<file path="src/design/kcs_pkg.sv">
// ----------------------------------------------------------------------------
// kcs_pkg
// shared types and constants for the keyword caesar substitution block
// ----------------------------------------------------------------------------
`default_nettype none

package kcs_pkg;

    localparam int ALPHA      = 26;
    localparam int CFG_IDX_W  = 3;
    localparam int CFG_DATA_W = 60;
    localparam int LETTER_W   = 5;
    localparam int LOW_BITS   = 60;
    localparam int MID_BITS   = 60;
    localparam int HIGH_BITS  = 10;

    typedef logic [CFG_IDX_W-1:0] t_cfg_idx;
    typedef logic [LETTER_W-1:0]  t_letter;

    localparam t_cfg_idx CFG_SHIFT    = 3'd0;
    localparam t_cfg_idx CFG_DECRYPT  = 3'd1;
    localparam t_cfg_idx CFG_KEY_LEN  = 3'd2;
    localparam t_cfg_idx CFG_KEY_LOW  = 3'd3;
    localparam t_cfg_idx CFG_KEY_MID  = 3'd4;
    localparam t_cfg_idx CFG_KEY_HIGH = 3'd5;

    localparam logic [7:0] LOWER_A   = 8'd97;
    localparam logic [7:0] LOWER_END = 8'd123;

    typedef struct packed {
        logic start;
        logic hold;
        logic key_step;
        logic fill_step;
        logic load_out;
        logic sel_held;
    } t_cmd;

    typedef struct packed {
        logic cfg_hit;
        logic key_done;
        logic fill_last;
        logic out_free;
    } t_sts;

endpackage

`default_nettype wire

</file>
<file path="src/design/keyword_caesar_substitution_top.sv">
// ----------------------------------------------------------------------------
// keyword_caesar_substitution_top
// keyword caesar substitution on a byte stream
// ----------------------------------------------------------------------------
// Once the cipher tables are built, one byte is taken per cycle while the
// output register is free, and its result appears in the output register
// on the next cycle. The first byte after reset or after a write to config
// index 0 to 5 starts a table build run by the sequencer, which walks the
// first key_length key letters (clamped to MAX_KEY_LETTERS), then a to z,
// placing each letter not yet used. Lowercase a to z are mapped through the
// forward or inverse table, all other bytes pass through unchanged.
`default_nettype none

module keyword_caesar_substitution_top #(
    parameter int MAX_KEY_LETTERS = 26
) (
    input  wire                             i_clk,
    input  wire                             i_rst_n,
    input  wire                             i_cfg_wen,
    input  wire [kcs_pkg::CFG_IDX_W-1:0]    i_cfg_idx,
    input  wire [kcs_pkg::CFG_DATA_W-1:0]   i_cfg_wdata,
    input  wire                             s_axis_tvalid,
    output logic                            s_axis_tready,
    input  wire [7:0]                       s_axis_tdata,   // text_byte
    input  wire                             s_axis_tlast,
    output logic                            m_axis_tvalid,
    input  wire                             m_axis_tready,
    output logic [7:0]                      m_axis_tdata,   // out_byte
    output logic                            m_axis_tlast
);

    kcs_pkg::t_cmd w_cmd;
    kcs_pkg::t_sts w_sts;

    kcs_ctrl u_ctrl (
        .i_clk      (i_clk),
        .i_rst_n    (i_rst_n),
        .i_in_valid (s_axis_tvalid),
        .i_sts      (w_sts),
        .o_in_ready (s_axis_tready),
        .o_cmd      (w_cmd)
    );

    kcs_datapath #(
        .MAX_KEY_LETTERS (MAX_KEY_LETTERS)
    ) u_dp (
        .i_clk       (i_clk),
        .i_rst_n     (i_rst_n),
        .i_cfg_wen   (i_cfg_wen),
        .i_cfg_idx   (i_cfg_idx),
        .i_cfg_wdata (i_cfg_wdata),
        .i_in_byte   (s_axis_tdata),
        .i_in_last   (s_axis_tlast),
        .i_out_ready (m_axis_tready),
        .i_cmd       (w_cmd),
        .o_sts       (w_sts),
        .o_out_valid (m_axis_tvalid),
        .o_out_byte  (m_axis_tdata),
        .o_out_last  (m_axis_tlast)
    );

endmodule

`default_nettype wire

</file>
<file path="src/design/kcs_datapath.sv">
// ----------------------------------------------------------------------------
// kcs_datapath
// config registers, table build counters, cipher tables and output register
// ----------------------------------------------------------------------------
`default_nettype none

module kcs_datapath #(
    parameter int MAX_KEY_LETTERS = 26
) (
    input  wire                              i_clk,
    input  wire                              i_rst_n,
    input  wire                              i_cfg_wen,
    input  wire kcs_pkg::t_cfg_idx           i_cfg_idx,
    input  wire [kcs_pkg::CFG_DATA_W-1:0]    i_cfg_wdata,
    input  wire [7:0]                        i_in_byte,
    input  wire                              i_in_last,
    input  wire                              i_out_ready,
    input  wire kcs_pkg::t_cmd               i_cmd,
    output kcs_pkg::t_sts                    o_sts,
    output logic                             o_out_valid,
    output logic [7:0]                       o_out_byte,
    output logic                             o_out_last
);

    localparam int KeyBits  = MAX_KEY_LETTERS * kcs_pkg::LETTER_W;
    localparam int FullBits = kcs_pkg::LOW_BITS + kcs_pkg::MID_BITS + kcs_pkg::HIGH_BITS;
    localparam int KeyCntW  = $clog2(MAX_KEY_LETTERS + 1);
    localparam int KeyIdxW  = (MAX_KEY_LETTERS > 1) ? $clog2(MAX_KEY_LETTERS) : 1;

    logic [4:0]          r_shift;
    logic                r_decrypt;
    logic [4:0]          r_key_len;
    logic [KeyBits-1:0]  r_key;
    logic [KeyBits-1:0]  n_key;
    logic [FullBits-1:0] w_rep;

    logic [KeyCntW-1:0]  r_ki;
    logic [4:0]          r_fc;
    logic [4:0]          r_pos;
    logic [25:0]         r_used;

    kcs_pkg::t_letter    r_fwd [kcs_pkg::ALPHA];
    kcs_pkg::t_letter    r_inv [kcs_pkg::ALPHA];
    kcs_pkg::t_letter    w_letter [MAX_KEY_LETTERS];

    logic [7:0]          r_hold_byte;
    logic                r_hold_last;
    logic                r_out_valid;
    logic [7:0]          r_out_byte;
    logic                r_out_last;

    logic [KeyCntW-1:0]  w_len;
    logic [4:0]          w_pos0;
    logic [4:0]          w_pos_inc;
    kcs_pkg::t_letter    w_key_c;
    logic                w_key_new;
    logic                w_we;
    kcs_pkg::t_letter    w_wc;
    logic [7:0]          w_src;
    logic                w_is_low;
    logic [4:0]          w_idx;
    kcs_pkg::t_letter    w_entry;
    logic [7:0]          w_map;
    logic                w_cfg_hit;

    // config write decode
    assign w_cfg_hit = i_cfg_wen && (i_cfg_idx <= kcs_pkg::CFG_KEY_HIGH);
    assign w_rep = {i_cfg_wdata[kcs_pkg::HIGH_BITS-1:0], i_cfg_wdata, i_cfg_wdata};

    always_comb begin
        n_key = r_key;
        for (int k = 0; k < KeyBits; k++) begin
            if (k < kcs_pkg::LOW_BITS) begin
                if (i_cfg_wen && i_cfg_idx == kcs_pkg::CFG_KEY_LOW) n_key[k] = w_rep[k];
            end else if (k < kcs_pkg::LOW_BITS + kcs_pkg::MID_BITS) begin
                if (i_cfg_wen && i_cfg_idx == kcs_pkg::CFG_KEY_MID) n_key[k] = w_rep[k];
            end else begin
                if (i_cfg_wen && i_cfg_idx == kcs_pkg::CFG_KEY_HIGH) n_key[k] = w_rep[k];
            end
        end
    end

    for (genvar j = 0; j < MAX_KEY_LETTERS; j++) begin : g_letter
        assign w_letter[j] = r_key[j*kcs_pkg::LETTER_W +: kcs_pkg::LETTER_W];
    end

    // build step
    assign w_len     = (r_key_len > 5'(MAX_KEY_LETTERS)) ? KeyCntW'(MAX_KEY_LETTERS)
                                                          : r_key_len[KeyCntW-1:0];
    assign w_pos0    = (r_shift >= 5'(kcs_pkg::ALPHA)) ? r_shift - 5'(kcs_pkg::ALPHA)
                                                       : r_shift;
    assign w_pos_inc = (r_pos == 5'(kcs_pkg::ALPHA - 1)) ? 5'd0 : r_pos + 5'd1;
    assign w_key_c   = w_letter[r_ki[KeyIdxW-1:0]];
    assign w_key_new = (w_key_c < 5'(kcs_pkg::ALPHA)) && !r_used[w_key_c];
    assign w_we      = (i_cmd.key_step && w_key_new) || (i_cmd.fill_step && !r_used[r_fc]);
    assign w_wc      = i_cmd.fill_step ? r_fc : w_key_c;

    // byte lookup
    assign w_src    = i_cmd.sel_held ? r_hold_byte : i_in_byte;
    assign w_is_low = (w_src >= kcs_pkg::LOWER_A) && (w_src < kcs_pkg::LOWER_END);
    assign w_idx    = 5'(w_src - kcs_pkg::LOWER_A);
    assign w_entry  = r_decrypt ? r_inv[w_idx] : r_fwd[w_idx];
    assign w_map    = w_is_low ? kcs_pkg::LOWER_A + {3'b000, w_entry} : w_src;

    always_ff @(posedge i_clk) begin
        if (!i_rst_n) begin
            r_shift     <= 5'd1;
            r_decrypt   <= 1'b0;
            r_key_len   <= 5'd0;
            r_key       <= '0;
            r_ki        <= '0;
            r_fc        <= 5'd0;
            r_pos       <= 5'd0;
            r_used      <= 26'd0;
            r_out_valid <= 1'b0;
        end else begin
            r_key <= n_key;
            if (i_cfg_wen && i_cfg_idx == kcs_pkg::CFG_SHIFT)   r_shift   <= i_cfg_wdata[4:0];
            if (i_cfg_wen && i_cfg_idx == kcs_pkg::CFG_DECRYPT) r_decrypt <= i_cfg_wdata[0];
            if (i_cfg_wen && i_cfg_idx == kcs_pkg::CFG_KEY_LEN) r_key_len <= i_cfg_wdata[4:0];
            if (i_cmd.start) begin
                r_ki   <= '0;
                r_fc   <= 5'd0;
                r_pos  <= w_pos0;
                r_used <= 26'd0;
            end else begin
                if (i_cmd.key_step) r_ki <= r_ki + KeyCntW'(1);
                if (i_cmd.fill_step) r_fc <= r_fc + 5'd1;
                if (w_we) begin
                    r_pos        <= w_pos_inc;
                    r_used[w_wc] <= 1'b1;
                end
            end
            if (i_cmd.load_out) begin
                r_out_valid <= 1'b1;
            end else if (i_out_ready) begin
                r_out_valid <= 1'b0;
            end
        end
    end

    always_ff @(posedge i_clk) begin
        if (w_we && !i_cmd.start) begin
            r_fwd[r_pos] <= w_wc;
            r_inv[w_wc]  <= r_pos;
        end
        if (i_cmd.hold) begin
            r_hold_byte <= i_in_byte;
            r_hold_last <= i_in_last;
        end
        if (i_cmd.load_out) begin
            r_out_byte <= w_map;
            r_out_last <= i_cmd.sel_held ? r_hold_last : i_in_last;
        end
    end

    assign o_sts.cfg_hit   = w_cfg_hit;
    assign o_sts.key_done  = (r_ki >= w_len);
    assign o_sts.fill_last = (r_fc == 5'(kcs_pkg::ALPHA - 1));
    assign o_sts.out_free  = !r_out_valid || i_out_ready;

    assign o_out_valid = r_out_valid;
    assign o_out_byte  = r_out_byte;
    assign o_out_last  = r_out_last;

endmodule

`default_nettype wire

</file>
<file path="src/design/kcs_ctrl.sv">
// ----------------------------------------------------------------------------
// kcs_ctrl
// sequencer for table build and byte handoff
// ----------------------------------------------------------------------------
`default_nettype none

module kcs_ctrl (
    input  wire                 i_clk,
    input  wire                 i_rst_n,
    input  wire                 i_in_valid,
    input  wire kcs_pkg::t_sts  i_sts,
    output logic                o_in_ready,
    output kcs_pkg::t_cmd       o_cmd
);

    localparam logic [1:0] ST_IDLE = 2'd0;
    localparam logic [1:0] ST_KEY  = 2'd1;
    localparam logic [1:0] ST_FILL = 2'd2;
    localparam logic [1:0] ST_EMIT = 2'd3;

    logic [1:0] r_state;
    logic [1:0] n_state;
    logic       r_tbl_ok;
    logic       n_tbl_ok;
    logic       w_accept;

    assign o_in_ready = (r_state == ST_IDLE) && i_sts.out_free;
    assign w_accept   = o_in_ready && i_in_valid;

    always_comb begin
        n_state  = r_state;
        n_tbl_ok = r_tbl_ok;
        o_cmd    = '0;
        unique case (r_state)
            ST_IDLE: begin
                if (w_accept) begin
                    if (r_tbl_ok) begin
                        o_cmd.load_out = 1'b1;
                    end else begin
                        o_cmd.start = 1'b1;
                        o_cmd.hold  = 1'b1;
                        n_state     = ST_KEY;
                    end
                end
            end
            ST_KEY: begin
                if (i_sts.key_done) begin
                    n_state = ST_FILL;
                end else begin
                    o_cmd.key_step = 1'b1;
                end
            end
            ST_FILL: begin
                o_cmd.fill_step = 1'b1;
                if (i_sts.fill_last) begin
                    n_tbl_ok = 1'b1;
                    n_state  = ST_EMIT;
                end
            end
            ST_EMIT: begin
                if (i_sts.out_free) begin
                    o_cmd.load_out = 1'b1;
                    o_cmd.sel_held = 1'b1;
                    n_state        = ST_IDLE;
                end
            end
            default: n_state = ST_IDLE;
        endcase
        if (i_sts.cfg_hit) n_tbl_ok = 1'b0;
    end

    always_ff @(posedge i_clk) begin
        if (!i_rst_n) begin
            r_state  <= ST_IDLE;
            r_tbl_ok <= 1'b0;
        end else begin
            r_state  <= n_state;
            r_tbl_ok <= n_tbl_ok;
        end
    end

endmodule

`default_nettype wire

</file>
<file path="config.mk">
export PLATFORM = sky130hd
export DESIGN_NAME = keyword_caesar_substitution_top
export DESIGN_NICKNAME = d
export VERILOG_FILES = /design/src/design/kcs_pkg.sv /design/src/design/keyword_caesar_substitution_top.sv /design/src/design/kcs_datapath.sv /design/src/design/kcs_ctrl.sv
export SDC_FILE = /design/constraint.sdc
export NUM_CORES = 1
export LEC_CHECK = 0
export ABC_CLOCK_PERIOD_IN_PS = 8420
export BUFFER_PORTS_ARGS = -buffer_cell sky130_fd_sc_hd__buf_2
export CAP_MARGIN = 20
export CELL_PAD_IN_SITES_DETAIL_PLACEMENT = 1
export CELL_PAD_IN_SITES_GLOBAL_PLACEMENT = 1
export CORE_MARGIN = 2
export CORE_UTILIZATION = 30
export DETAILED_ROUTE_END_ITERATION = 8
export GPL_TIMING_DRIVEN = 0
export PLACE_DENSITY = 0.64
export SYNTH_ARGS = -nofsm -noshare
export SYNTH_HDL_FRONTEND = slang
export SYNTH_SLANG_ARGS = --single-unit
</file>
<file path="constraint.sdc">
create_clock -name i_clk -period 8.42 [get_ports i_clk]
set_clock_uncertainty 0.1 [all_clocks]
set_input_delay 0.421 -clock i_clk [delete_from_list [all_inputs] [get_ports i_clk]]
set_output_delay 0.421 -clock i_clk [all_outputs]
set_load 0.02 [all_outputs]
</file>
; ---- Yosys cells after proc, flatten, opt, wreduce, memory -nomap -nowiden
; Memories as Yosys holds them, arrays and structs flattened.
; Index checks and enable logic that the tools add are counted.
[classes]
n_reduce_logical = 29
eq_ne = 15
magnitude_cmp = 12
addsub = 6
bitwise = 3
muxes = 40
[ops]
columns = op, count
row1 = 2-to-1 mux 5 bit, 9
row2 = bitwise OR 26 bit, 1
row3 = binary-select mux 5 bit (select 5 bit), 1
row4 = "< comparator 5 x 6 -> 1 bit, second input constant", 3
row5 = 2-to-1 mux 2 bit, 9
row6 = 2-to-1 mux 8 bit, 2
row7 = "adder 5 x 1 -> 5 bit, second input constant", 3
row8 = logical AND 1 bit, 15
row9 = 2-to-1 mux 1 bit, 14
row10 = binary-select mux 1 bit (select 5 bit), 2
row11 = "== test 5 bit, second input constant", 2
row12 = "adder 7 x 5 -> 8 bit, first input constant", 1
row13 = "greater-or-equal comparator 8 x 7 -> 1 bit, second input constant", 1
row14 = "< comparator 8 x 7 -> 1 bit, second input constant", 1
row15 = "inequality test 2 x 1 -> 1 bit, second input constant", 4
row16 = case mux 2 bit (4 select lines), 1
row17 = "== test 3 x 2 -> 1 bit, second input constant", 2
row18 = "== test 3 bit, second input constant", 2
row19 = "greater-or-equal comparator 6 bit, second input constant", 1
row20 = NOT 5 -> 6 bit, 1
row21 = demux 1 bit (select 5 bit), 1
row22 = "greater-or-equal comparator 5 x 1 -> 1 bit, second input constant", 1
row23 = greater-or-equal comparator 5 bit, 1
row24 = "greater-or-equal comparator 5 bit, second input constant", 1
row25 = 19 further kinds, 26
[totals]
inputBits = 77
regBits = 204
mem_count = 2
out_inout_bits = 11
mem_bits_rw = 260
word_cells = 124
[mem_list]
columns = name, depth, word_bits, rd, rd_ports_with_merged_regs, wr, line_no
row1 = u_dp.r_fwd, 26, 5, 1, 0, 1, kcs_datapath.sv:42  ; kcs_pkg::t_letter r_fwd [kcs_pkg::ALPHA];
row2 = u_dp.r_inv, 26, 5, 1, 0, 1, kcs_datapath.sv:43  ; kcs_pkg::t_letter r_inv [kcs_pkg::ALPHA];

; ---- Depth between registers and ports, before layout
; Gate-level depths: netlist of the first run.
[depth]
word_depth = 13
depth_mapped = 20
depth_no_buf = 13

; ---- Modules after synthesis
; From an unflattened synthesis of the first run, not the netlist that was laid out.
[hier_totals]
hier_cells = 1614
hier_area_um2 = 20562.2
[modules_own_cells]
columns = module, instances, seq_area_each_um2, cells_per_inst, area_per_inst_um2
row1 = kcs_datapath, 1, 12011.5, 1585, 20292.0
row2 = kcs_ctrl, 1, 60.1, 29, 270.3

; ---- Worst setup path after synthesis of the first run
; OpenSTA, ideal clock, no wires.
[synth_timing]
path_kind = in2reg
startpoint = input m_axis_tready
endpoint = register u_dp.r_out_byte[4] (netlist: u_dp.o_out_byte[4]) (data pin)
arrival_ns = 4.798
path_buffers = 7
slack_ns = 3.342
setup_ns = 0.180
required_ns = 8.140
cell_stages = 18
path_cell_list = nand2b_1 > nand2_2 > mux2i_4 > buf_6 > buf_6 > buf_4 > buf_2 > ha_1 > clkbuf_1 > clkbuf_1 > clkbuf_1 > mux4_2 > a21oi_1 > a2bb2oi_1 > ha_1 > inv_1 > or3_1 > a221oi_1
[synth_between]
elab_chain_len = 9
elab_cells_between_ends = 13
classes_between = 2 x add/sub / 2 x order compare / 5 x mux / 2 x reduce/logical / 2 x memory
[synth_rtl]
columns = item, line_no
row1 = from (decl), keyword_caesar_substitution_top.sv:27  ; input wire m_axis_tready,
row2 = logical OR 1 bit (*), kcs_datapath.sv:160  ; assign o_sts.out_free = !r_out_valid || i_out_ready;
row3 = 2-to-1 mux 2 bit (*), kcs_ctrl.sv:61  ; if (i_sts.out_free) begin
row4 = 2-to-1 mux 1 bit (*), kcs_ctrl.sv:34  ; unique case (r_state)
row5 = 2-to-1 mux 8 bit (*), kcs_datapath.sv:99  ; assign w_src = i_cmd.sel_held ? r_hold_byte : i_in_byte;
row6 = subtractor 5 x 1 -> 5 bit, kcs_datapath.sv:101  ; assign w_idx = 5'(w_src - kcs_pkg::LOWER_A);
row7 = "memory read (26 x 5 bit), on equally long branches", --
row8 = 2-to-1 mux 5 bit, kcs_datapath.sv:102  ; assign w_entry = r_decrypt ? r_inv[w_idx] : r_fwd[w_idx];
row9 = adder 7 x 5 -> 8 bit, kcs_datapath.sv:103  ; assign w_map = w_is_low ? kcs_pkg::LOWER_A + {3'b000, w_entry} : w_src;
row10 = 2-to-1 mux 8 bit (*), kcs_datapath.sv:103
row11 = named net u_dp.w_map[4], kcs_datapath.sv:63  ; logic [7:0] w_map;
row12 = to (signal assigned), kcs_datapath.sv:152  ; r_out_byte <= w_map;
row13 = to (decl), kcs_datapath.sv:49  ; logic [7:0] r_out_byte;
; Mark *: on every way through the listed nets, which the timed path passes. The rest lies on a longest branch.
; A chain may end at the register's enable or synchronous reset.

; ---- Worst setup path after layout of the first run
[layout_timing]
startpoint = register u_ctrl.r_state[0]
endpoint = register u_dp.r_out_byte[4] (netlist: u_dp.o_out_byte[4]) (data pin)
[layout_between]
elab_chain_len = 8
elab_cells_between_ends = 12
classes_between = 2 x add/sub / 2 x order compare / 1 x eq/ne / 4 x mux / 1 x reduce/logical / 2 x memory
[layout_rtl]
columns = item, line_no
row1 = from (decl), kcs_ctrl.sv:21  ; logic [1:0] r_state;
row2 = from (signal assigned), kcs_ctrl.sv:77  ; r_state <= n_state;
row3 = == test 2 bit (*), kcs_ctrl.sv:34
row4 = 2-to-1 mux 1 bit (*), kcs_ctrl.sv:34
row5 = 2-to-1 mux 8 bit (*), kcs_datapath.sv:99
row6 = subtractor 5 x 1 -> 5 bit, kcs_datapath.sv:101
row7 = "memory read (26 x 5 bit), on equally long branches", --
row8 = 2-to-1 mux 5 bit, kcs_datapath.sv:102
row9 = adder 7 x 5 -> 8 bit, kcs_datapath.sv:103
row10 = 2-to-1 mux 8 bit (*), kcs_datapath.sv:103
row11 = named net u_dp.w_map[4], kcs_datapath.sv:63
; Marked as above.

==> results of run 1 <==
==> worst min-delay path, stage by stage <==
cell,delay (ns)
sky130_fd_sc_hd__buf_2,0.12
sky130_fd_sc_hd__nand2_1,0.06
sky130_fd_sc_hd__a21oi_1,0.05
==> power groups by stage <==
stage | Clock (W) | Combinational [W] | Sequential [W]
floorplan | 0 | 0.000661 | 0.00266
global placement | 0 | 0.000993 | 0.00270
detailed placement | 0 | 0.00102 | 0.00271
CTS | 0.00213 | 0.00105 | 0.00266
global route | 0.00223 | 0.00119 | 0.00263
finish | 0.00209 | 0.00110 | 0.00262
==> worst paths after layout <==
check	from	end	slack (ns)	depth (start not counted)
hold reg to reg	u_dp.r_key[122]$_SDFFE_PN0P_	u_dp.r_key[122]$_SDFFE_PN0P_	0.35	2
hold / removal	i_cfg_wdata[57]	u_dp.r_key[57]$_SDFFE_PN0P_	0.03	3
setup reg to reg	u_ctrl.r_state[0]$_SDFFE_PN0P_	u_dp.o_out_byte[4]$_DFFE_PP_	1.10	18
setup / recovery	u_ctrl.r_state[0]$_SDFFE_PN0P_	u_dp.o_out_byte[4]$_DFFE_PP_	1.10	18
==> metrics by stage <==
step,power [W],setup WS (ns),instances,utilization (%),instance area [um2]
global route,0.006053,0.6114,2739,36.08,23850
detailed placement,0.003730,0.8526,2588,32.78,21670
global placement,0.003689,0.9470,2584,32.71,21620
finish,0.005815,1.098,2739,36.08,23850
CTS,0.005844,0.9100,2736,35.98,23780
floorplan,0.003321,3.342,1636,-,20120
==> logic make-up (layout without fill, tap and decap cells) <==
logic type                 after synthesis  count (layout)
AOI/OAI and AO/OA                      272             272
DFF                                    464             464
adders and majority gates               22              22
muxes                                  178             178
buffers and inverters                  136             375
xor gates and xnor gates                12              12
and+or+nand+nor                        552             552
==> registers in the layout (all words and copies together) (netlist names), 5 cells and up <==
register and count:
u_dp.r_fc 5, u_dp.r_used 26, u_dp.r_fwd 130, u_dp.r_key_len 5, u_dp.r_ki 5, u_dp.r_inv 130
u_dp.r_shift 5, u_dp.o_out_byte 8, u_dp.r_hold_byte 8, u_dp.r_key 130, u_dp.r_pos 5
==> cell usage after synthesis (8+ instances only) <==
| master | n |
|---|---|
| sky130_fd_sc_hd__ha_1 | 22 |
| sky130_fd_sc_hd__nand2b_1 | 12 |
| sky130_fd_sc_hd__buf_2 | 11 |
| sky130_fd_sc_hd__nor2b_1 | 9 |
| sky130_fd_sc_hd__clkbuf_1 | 75 |
| sky130_fd_sc_hd__mux4_2 | 89 |
| sky130_fd_sc_hd__o2111ai_1 | 8 |
| sky130_fd_sc_hd__o21ai_1 | 25 |
| sky130_fd_sc_hd__a21oi_1 | 151 |
| sky130_fd_sc_hd__mux2_2 | 18 |
| sky130_fd_sc_hd__inv_1 | 24 |
| sky130_fd_sc_hd__buf_4 | 8 |
| sky130_fd_sc_hd__edfxtp_1 | 278 |
| sky130_fd_sc_hd__nand2_1 | 338 |
| sky130_fd_sc_hd__nand3_1 | 26 |
| sky130_fd_sc_hd__nand4_1 | 15 |
| sky130_fd_sc_hd__nor2_1 | 99 |
| sky130_fd_sc_hd__o22ai_1 | 14 |
| sky130_fd_sc_hd__mux2i_1 | 66 |
| sky130_fd_sc_hd__dfxtp_1 | 186 |
| sky130_fd_sc_hd__o21ai_0 | 10 |
==> area by class of cell <==
type                    instances  area [um2]
well taps                     864        1081
clock inverters                25       222.7
multi-input cells            1036        7446
plain buffers                 106       494.2
flip-flops and latches        464       12070
clock buffers                  63        1289
repair buffers                151        1134
fillers                      7163       42250
inverters                      30       112.6
==> metal layers <==
| metal | up-vias | GRT usage [%] |
|---|---|---|
| met5 | - | 0 |
| met3 | 110 | 2.530 |
| met2 | 358 | 31.07 |
| met4 | 2 | 6.564 |
| met1 | 7083 | 21.77 |
| li1 | 6411 | - |
==> flow_summary.json, run 1 <==
{
  "run_status": "completed",
  "crit_chain": "ha_1 -> nand2_2 -> mux2i_4 -> buf_6 -> buf_6 -> buf_4 -> buf_2 -> ha_1 -> clkbuf_1 -> clkbuf_1 -> clkbuf_1 -> mux4_2 -> a21oi_1 -> a2bb2oi_1 -> ha_1 -> inv_1 -> or3_1 -> a221oi_1",
  "grt_pass1_wl_um": 93050,
  "timing.final.max_slew_violations": 0,
  "drt_first_pass_iters": 5,
  "cts.repair_timing.setup_buffer_count": 0,
  "critical_path_peak_fanout": 10,
  "share_of_the_synthesized_netlist_area_taken_by_xor_and_xnor_gates_pct": 0.5971,
  "hold_class": "in2reg",
  "synthesis.instances": 1636,
  "simple_gate_portion_of_the_synthesized_area_pct": 12.17,
  "syn_to_final_growth_pct": 18.56,
  "net-switching-power_w": 0.001674,
  "drive_gt1_share_pct": 17.33,
  "cp.buffers_inverters": 8,
  "dieWidth_um": 263.0,
  "synth_fa_ha_area_share_pct": 1.368,
  "clk_transition_reported_paths_ns": 0.06,
  "effective_utilization_at_floorplan_pct": 30.43,
  "finalWeightedCongestion": 0.8544,
  "row_count": 94,
  "wirelength_met1_um": 25140,
  "post_detailed_route_wirelength_per_cell_um": 22.15,
  "pin_count_of_the_biggest_net_entering_global_routing": 32,
  "slew-limit-headroom_pct": 28.50,
  "viasPerCell": 5.098,
  "top_layer_used": "met5",
  "max_slew.worst_pin.slew_ns": 1.073,
  "syn_area_per_cell_um2": 12.30,
  "cts_buffers": 49,
  "timing.critical_path.required_ns": 8.72,
  "grt_antenna_before_repair": 1,
  "min_period_ns": 7.322,
  "power.ir.vdd_worst_uv": 143.8,
  "synth.cell_area_um2": 20120,
  "final_nets": 1937,
  "largest_family_of_logic_cells_by_synthesized_area": "multiplexers",
  "timing.critical_path.max_delay_family": "buffers and inverters",
  "hold_buffers": 60,
  "post-synth-top-area-fraction_pct": 41.50,
  "sw_frac_of_total_pct": 28.78,
  "clock_latency_ns": 0.60,
  "met2_length_um": 30520,
  "crit_path_top_delay_cell": "sky130_fd_sc_hd__clkbuf_1",
  "max_cap_viol_count": 0,
  "finalWirelength_um": 60660,
  "synth_edf_count": 278,
  "number_of_global_route_vias_before_repair": 15037,
  "ys_types": 80,
  "largest_stage_delay_on_the_critical_path_ns": 0.80,
  "clkSinkCount": 464,
  "ys_warn_count": 0,
  "fp.coreArea_um2": 66100,
  "cts_tree": "built",
  "critical_path_class": "reg2reg",
  "power.density_nw_per_um2": 243.8,
  "drt_iter0_markers": 934,
  "cts.repair.resized": 0,
  "rsz_0062_raised_after_global_routing": "false",
  "cts-root-to-sink-buffers": 3,
  "timing.fmax_mhz": 136.6,
  "cell_internal_pwr_w": 0.004141,
  "port-buffer-count": 84,
  "clkPwrFrac_pct": 35.9,
  "layout.cells.most_common_list": "338 x sky130_fd_sc_hd__nand2_1, 278 x sky130_fd_sc_hd__edfxtp_1, 186 x sky130_fd_sc_hd__dfxtp_1, 151 x sky130_fd_sc_hd__a21oi_1, 99 x sky130_fd_sc_hd__nor2_1",
  "power.sequential.fraction_pct": 45.1,
  "timing.final.hold_violations": 0,
  "synth_area_leader_cell": "sky130_fd_sc_hd__edfxtp_1",
  "grt_overflow_total": 0,
  "detailed_place_hpwl_um": 43690,
  "start_kind": "flip-flop",
  "synth.ff_latch_count": 464,
  "critical_path_arrival_ns": 7.62,
  "synth.net_count": 1735,
  "asyncSetResetFlopFracSynth_pct": 0,
  "remaining_drc_errors": 0,
  "timing.final.setup_violations": 0,
  "h-tree-depth": 2,
  "power_leakage_nw": 7.822,
  "finalHoldWorstSlack_ns": 0.03056,
  "fp.dieArea_um2": 69140,
  "final.period_utilization_pct": 86.96,
  "layout.cells.most_common": "sky130_fd_sc_hd__nand2_1",
  "num_antenna_cells": 0,
  "postSynth.topFlopCell": "sky130_fd_sc_hd__edfxtp_1",
  "ios": 88,
  "groute.usage.overall_pct": 17.59,
  "synth.yosys.seq_area_share_pct": 60.01,
  "residual_antenna_violating_net_count_after_detailed_routing": 0,
  "post_synth_main_area_contributors": "sky130_fd_sc_hd__edfxtp_1 41%, sky130_fd_sc_hd__dfxtp_1 19%, sky130_fd_sc_hd__mux4_2 10%",
  "power.share.combinational_pct": 19.0,
  "complex_gate_fraction_of_the_synthesized_area_pct": 8.191,
  "die_height_um": 263.0,
  "routed-via-count": 13964,
  "worstSetupEndpointType": "flip-flop",
  "muxShareOfSynthArea_pct": 14.65,
  "cts_root_buf": "sky130_fd_sc_hd__clkbuf_16",
  "met3RoutedLength_um": 2734,
  "fin_setup_tns_ns": 0
}
Power figures use the tool's default switching activity.
==> inputs of run 2 (changes only) <==
CTS_CLUSTER_DIAMETER = 80   (was not set)
PLACE_DENSITY = not set   (was 0.64)
PLACE_DENSITY_LB_ADDON = 0.1   (was not set)
==> run 2 against run 1 <==
  * Via count shrank 1.3%
  * Final area up 1.7%
  * Cell count is 0.69% higher
  * Power increased by 5.7%
  * Hold slack better by 0.015 ns
  * Die area unchanged
  * Critical path depth is 3 higher
  * Sequential cell count unchanged
  * Register-to-register slack got worse by 0.17 ns
  * Sequential share of layout area shrank 0.86 points
  * Largest cell class unchanged
  * Largest power group unchanged
==> flow_summary.json, run 2 (synthesized netlist as in run 1, its figures left out) <==
{
  "run_status": "completed",
  "max_cap_viol_count": 0,
  "dieWidth_um": 263.0,
  "grt_overflow_total": 0,
  "critical_path_class": "reg2reg",
  "grt_pass1_wl_um": 98790,
  "r2r.worst_path.cells": 21,
  "cts_tree": "built",
  "power.density_nw_per_um2": 253.2,
  "power.ir.vdd_worst_uv": 164.9,
  "drt_iter0_markers": 759,
  "effective_utilization_at_floorplan_pct": 30.43,
  "hold_buffers": 64,
  "post_detailed_route_wirelength_per_cell_um": 24.01,
  "clk_transition_reported_paths_ns": 0.06,
  "reg2reg_setup_slack_ns": 0.93,
  "row_count": 94,
  "timing.critical_path.required_ns": 8.75,
  "finalWeightedCongestion": 0.8066,
  "layout.cells.most_common_list": "338 x sky130_fd_sc_hd__nand2_1, 278 x sky130_fd_sc_hd__edfxtp_1, 186 x sky130_fd_sc_hd__dfxtp_1, 151 x sky130_fd_sc_hd__a21oi_1, 99 x sky130_fd_sc_hd__nor2_1",
  "final_nets": 1950,
  "crit_chain": "ha_1 -> nand2_2 -> mux2i_4 -> buf_6 -> buf_6 -> buf_4 -> buf_2 -> ha_1 -> clkbuf_1 -> clkbuf_1 -> clkbuf_1 -> buf_8 -> mux4_2 -> nand2_1 -> nand3_1 -> nand3_1 -> a2bb2oi_1 -> ha_1 -> inv_1 -> or3_1 -> a221oi_1",
  "routed-via-count": 13783,
  "h-tree-depth": 2,
  "largest_stage_delay_on_the_critical_path_ns": 0.77,
  "ios": 88,
  "layout.cells.most_common": "sky130_fd_sc_hd__nand2_1",
  "crit_path_top_delay_cell": "sky130_fd_sc_hd__clkbuf_1",
  "hold_class": "in2reg",
  "timing.fmax_mhz": 133.5,
  "min_period_ns": 7.490,
  "critical_path_peak_fanout": 10,
  "groute.usage.overall_pct": 19.18,
  "rsz_0062_raised_after_global_routing": "false",
  "worstSetupEndpointType": "flip-flop",
  "largestRegisters": "u_dp.r_fwd (130), u_dp.r_inv (130), u_dp.r_key (130)",
  "critical_path_arrival_ns": 7.82,
  "detailed_place_hpwl_um": 47710,
  "syn_to_final_growth_pct": 20.60,
  "fp.coreArea_um2": 66100,
  "worst_hold_path.endpoint": "u_dp.r_key[62]$_SDFFE_PN0P_",
  "pin_count_of_the_biggest_net_entering_global_routing": 32,
  "clkSinkCount": 464,
  "number_of_global_route_vias_before_repair": 14784,
  "start_kind": "flip-flop",
  "slew-limit-headroom_pct": 27.30,
  "max_slew.worst_pin.slew_ns": 1.091,
  "finalWirelength_um": 66220,
  "cts.repair_timing.setup_buffer_count": 0,
  "drt_first_pass_iters": 5,
  "cp.buffers_inverters": 9,
  "cts-root-to-sink-buffers": 3,
  "cts_buffers": 54,
  "timing.critical_path.max_delay_family": "buffers and inverters",
  "port-buffer-count": 84,
  "fin_setup_tns_ns": 0,
  "remaining_drc_errors": 0,
  "timing.final.setup_violations": 0,
  "cts.repair.resized": 0,
  "die_height_um": 263.0,
  "cts_root_buf": "sky130_fd_sc_hd__clkbuf_16",
  "num_antenna_cells": 0,
  "power_leakage_nw": 8.016,
  "residual_antenna_violating_net_count_after_detailed_routing": 0,
  "final.period_utilization_pct": 88.96,
  "regToRegEndpoint": "u_dp.o_out_byte[4]$_DFFE_PP_",
  "worst_hold_path.num_cells": 3,
  "drive_gt1_share_pct": 18.16,
  "worst_r2r_startpoint": "u_ctrl.r_state[0]$_SDFFE_PN0P_",
  "clock_latency_ns": 0.62,
  "fp.dieArea_um2": 69140,
  "viasPerCell": 4.997,
  "timing.final.hold_violations": 0,
  "min_from": "i_cfg_wdata[2]",
  "grt_antenna_before_repair": 1,
  "overall_power_consumption_w": 0.006144,
  "timing.final.max_slew_violations": 0,
  "finalHoldWorstSlack_ns": 0.04525
}
run 2: worst max-delay path by stage:
stage	startpoint	endpoint	depth (start not counted)
after floorplan	m_axis_tready	u_dp.o_out_byte[4]$_DFFE_PP_	18
after global placement	m_axis_tready	u_dp.o_out_byte[4]$_DFFE_PP_	21
after detailed placement	m_axis_tready	u_dp.o_out_byte[4]$_DFFE_PP_	21
after CTS	u_ctrl.r_state[0]$_SDFFE_PN0P_	u_dp.o_out_byte[4]$_DFFE_PP_	20
after global routing	u_ctrl.r_state[0]$_SDFFE_PN0P_	u_dp.o_out_byte[4]$_DFFE_PP_	21
final	u_ctrl.r_state[0]$_SDFFE_PN0P_	u_dp.o_out_byte[4]$_DFFE_PP_	21
run 2: worst register-to-register path: cells and delay by family, from the launching register on:
kind,cells,cell delay [ns]
buffers and inverters,9,3.54
adders and majority gates,3,0.90
and+or+nand+nor,5,0.86
AOI/OAI and AO/OA,2,0.78
muxes,2,0.73
DFF,1,0.38
run 2: power breakdown:
| part | internal [W] | total [W] | leakage (nW) | switching (W) |
|---|---|---|---|---|
| Clock | 0.00139 | 0.00236 | 0.877 | 0.000975 |
| Sequential | 0.00255 | 0.00262 | 4.08 | 0.0000646 |
| Combinational | 0.000429 | 0.00116 | 3.06 | 0.000733 |
| Total | 0.00437 | 0.00614 | 8.02 | 0.00177 |
run 2: layout make-up:
class                           instances  area (um2)
Multi-Input combinational cell       1036        7446
Inverter                               30       112.6
Tap cell                              864        1081
Timing Repair Buffer                  159        1254
Clock buffer                           85        1629
Buffer                                106       494.2
Clock inverter                         14       172.7
Fill cell                            7153       41840
Sequential cell                       464       12070
run 2: layer usage:
metal	vias to the layer above	wire length, um	GRT usage [%]
li1	6446	-	-
met1	7047	27620	22.98
met2	203	35340	36.15
met3	85	1722	2.258
met4	2	1530	5.050
met5	-	10	0
run 2: per-stage QoR:
stage	instances	utilization (%)	setup slack, ns	instance area [um2]
6_report	2758	36.70	0.9298	24260
5_1_grt	2758	36.70	0.5011	24260
4_1_cts	2753	36.53	0.2722	24150
3_5_place_dp	2590	32.84	0.1486	21710
3_3_place_gp	2584	32.71	0.2867	21620
2_1_floorplan	1636	-	3.342	20120
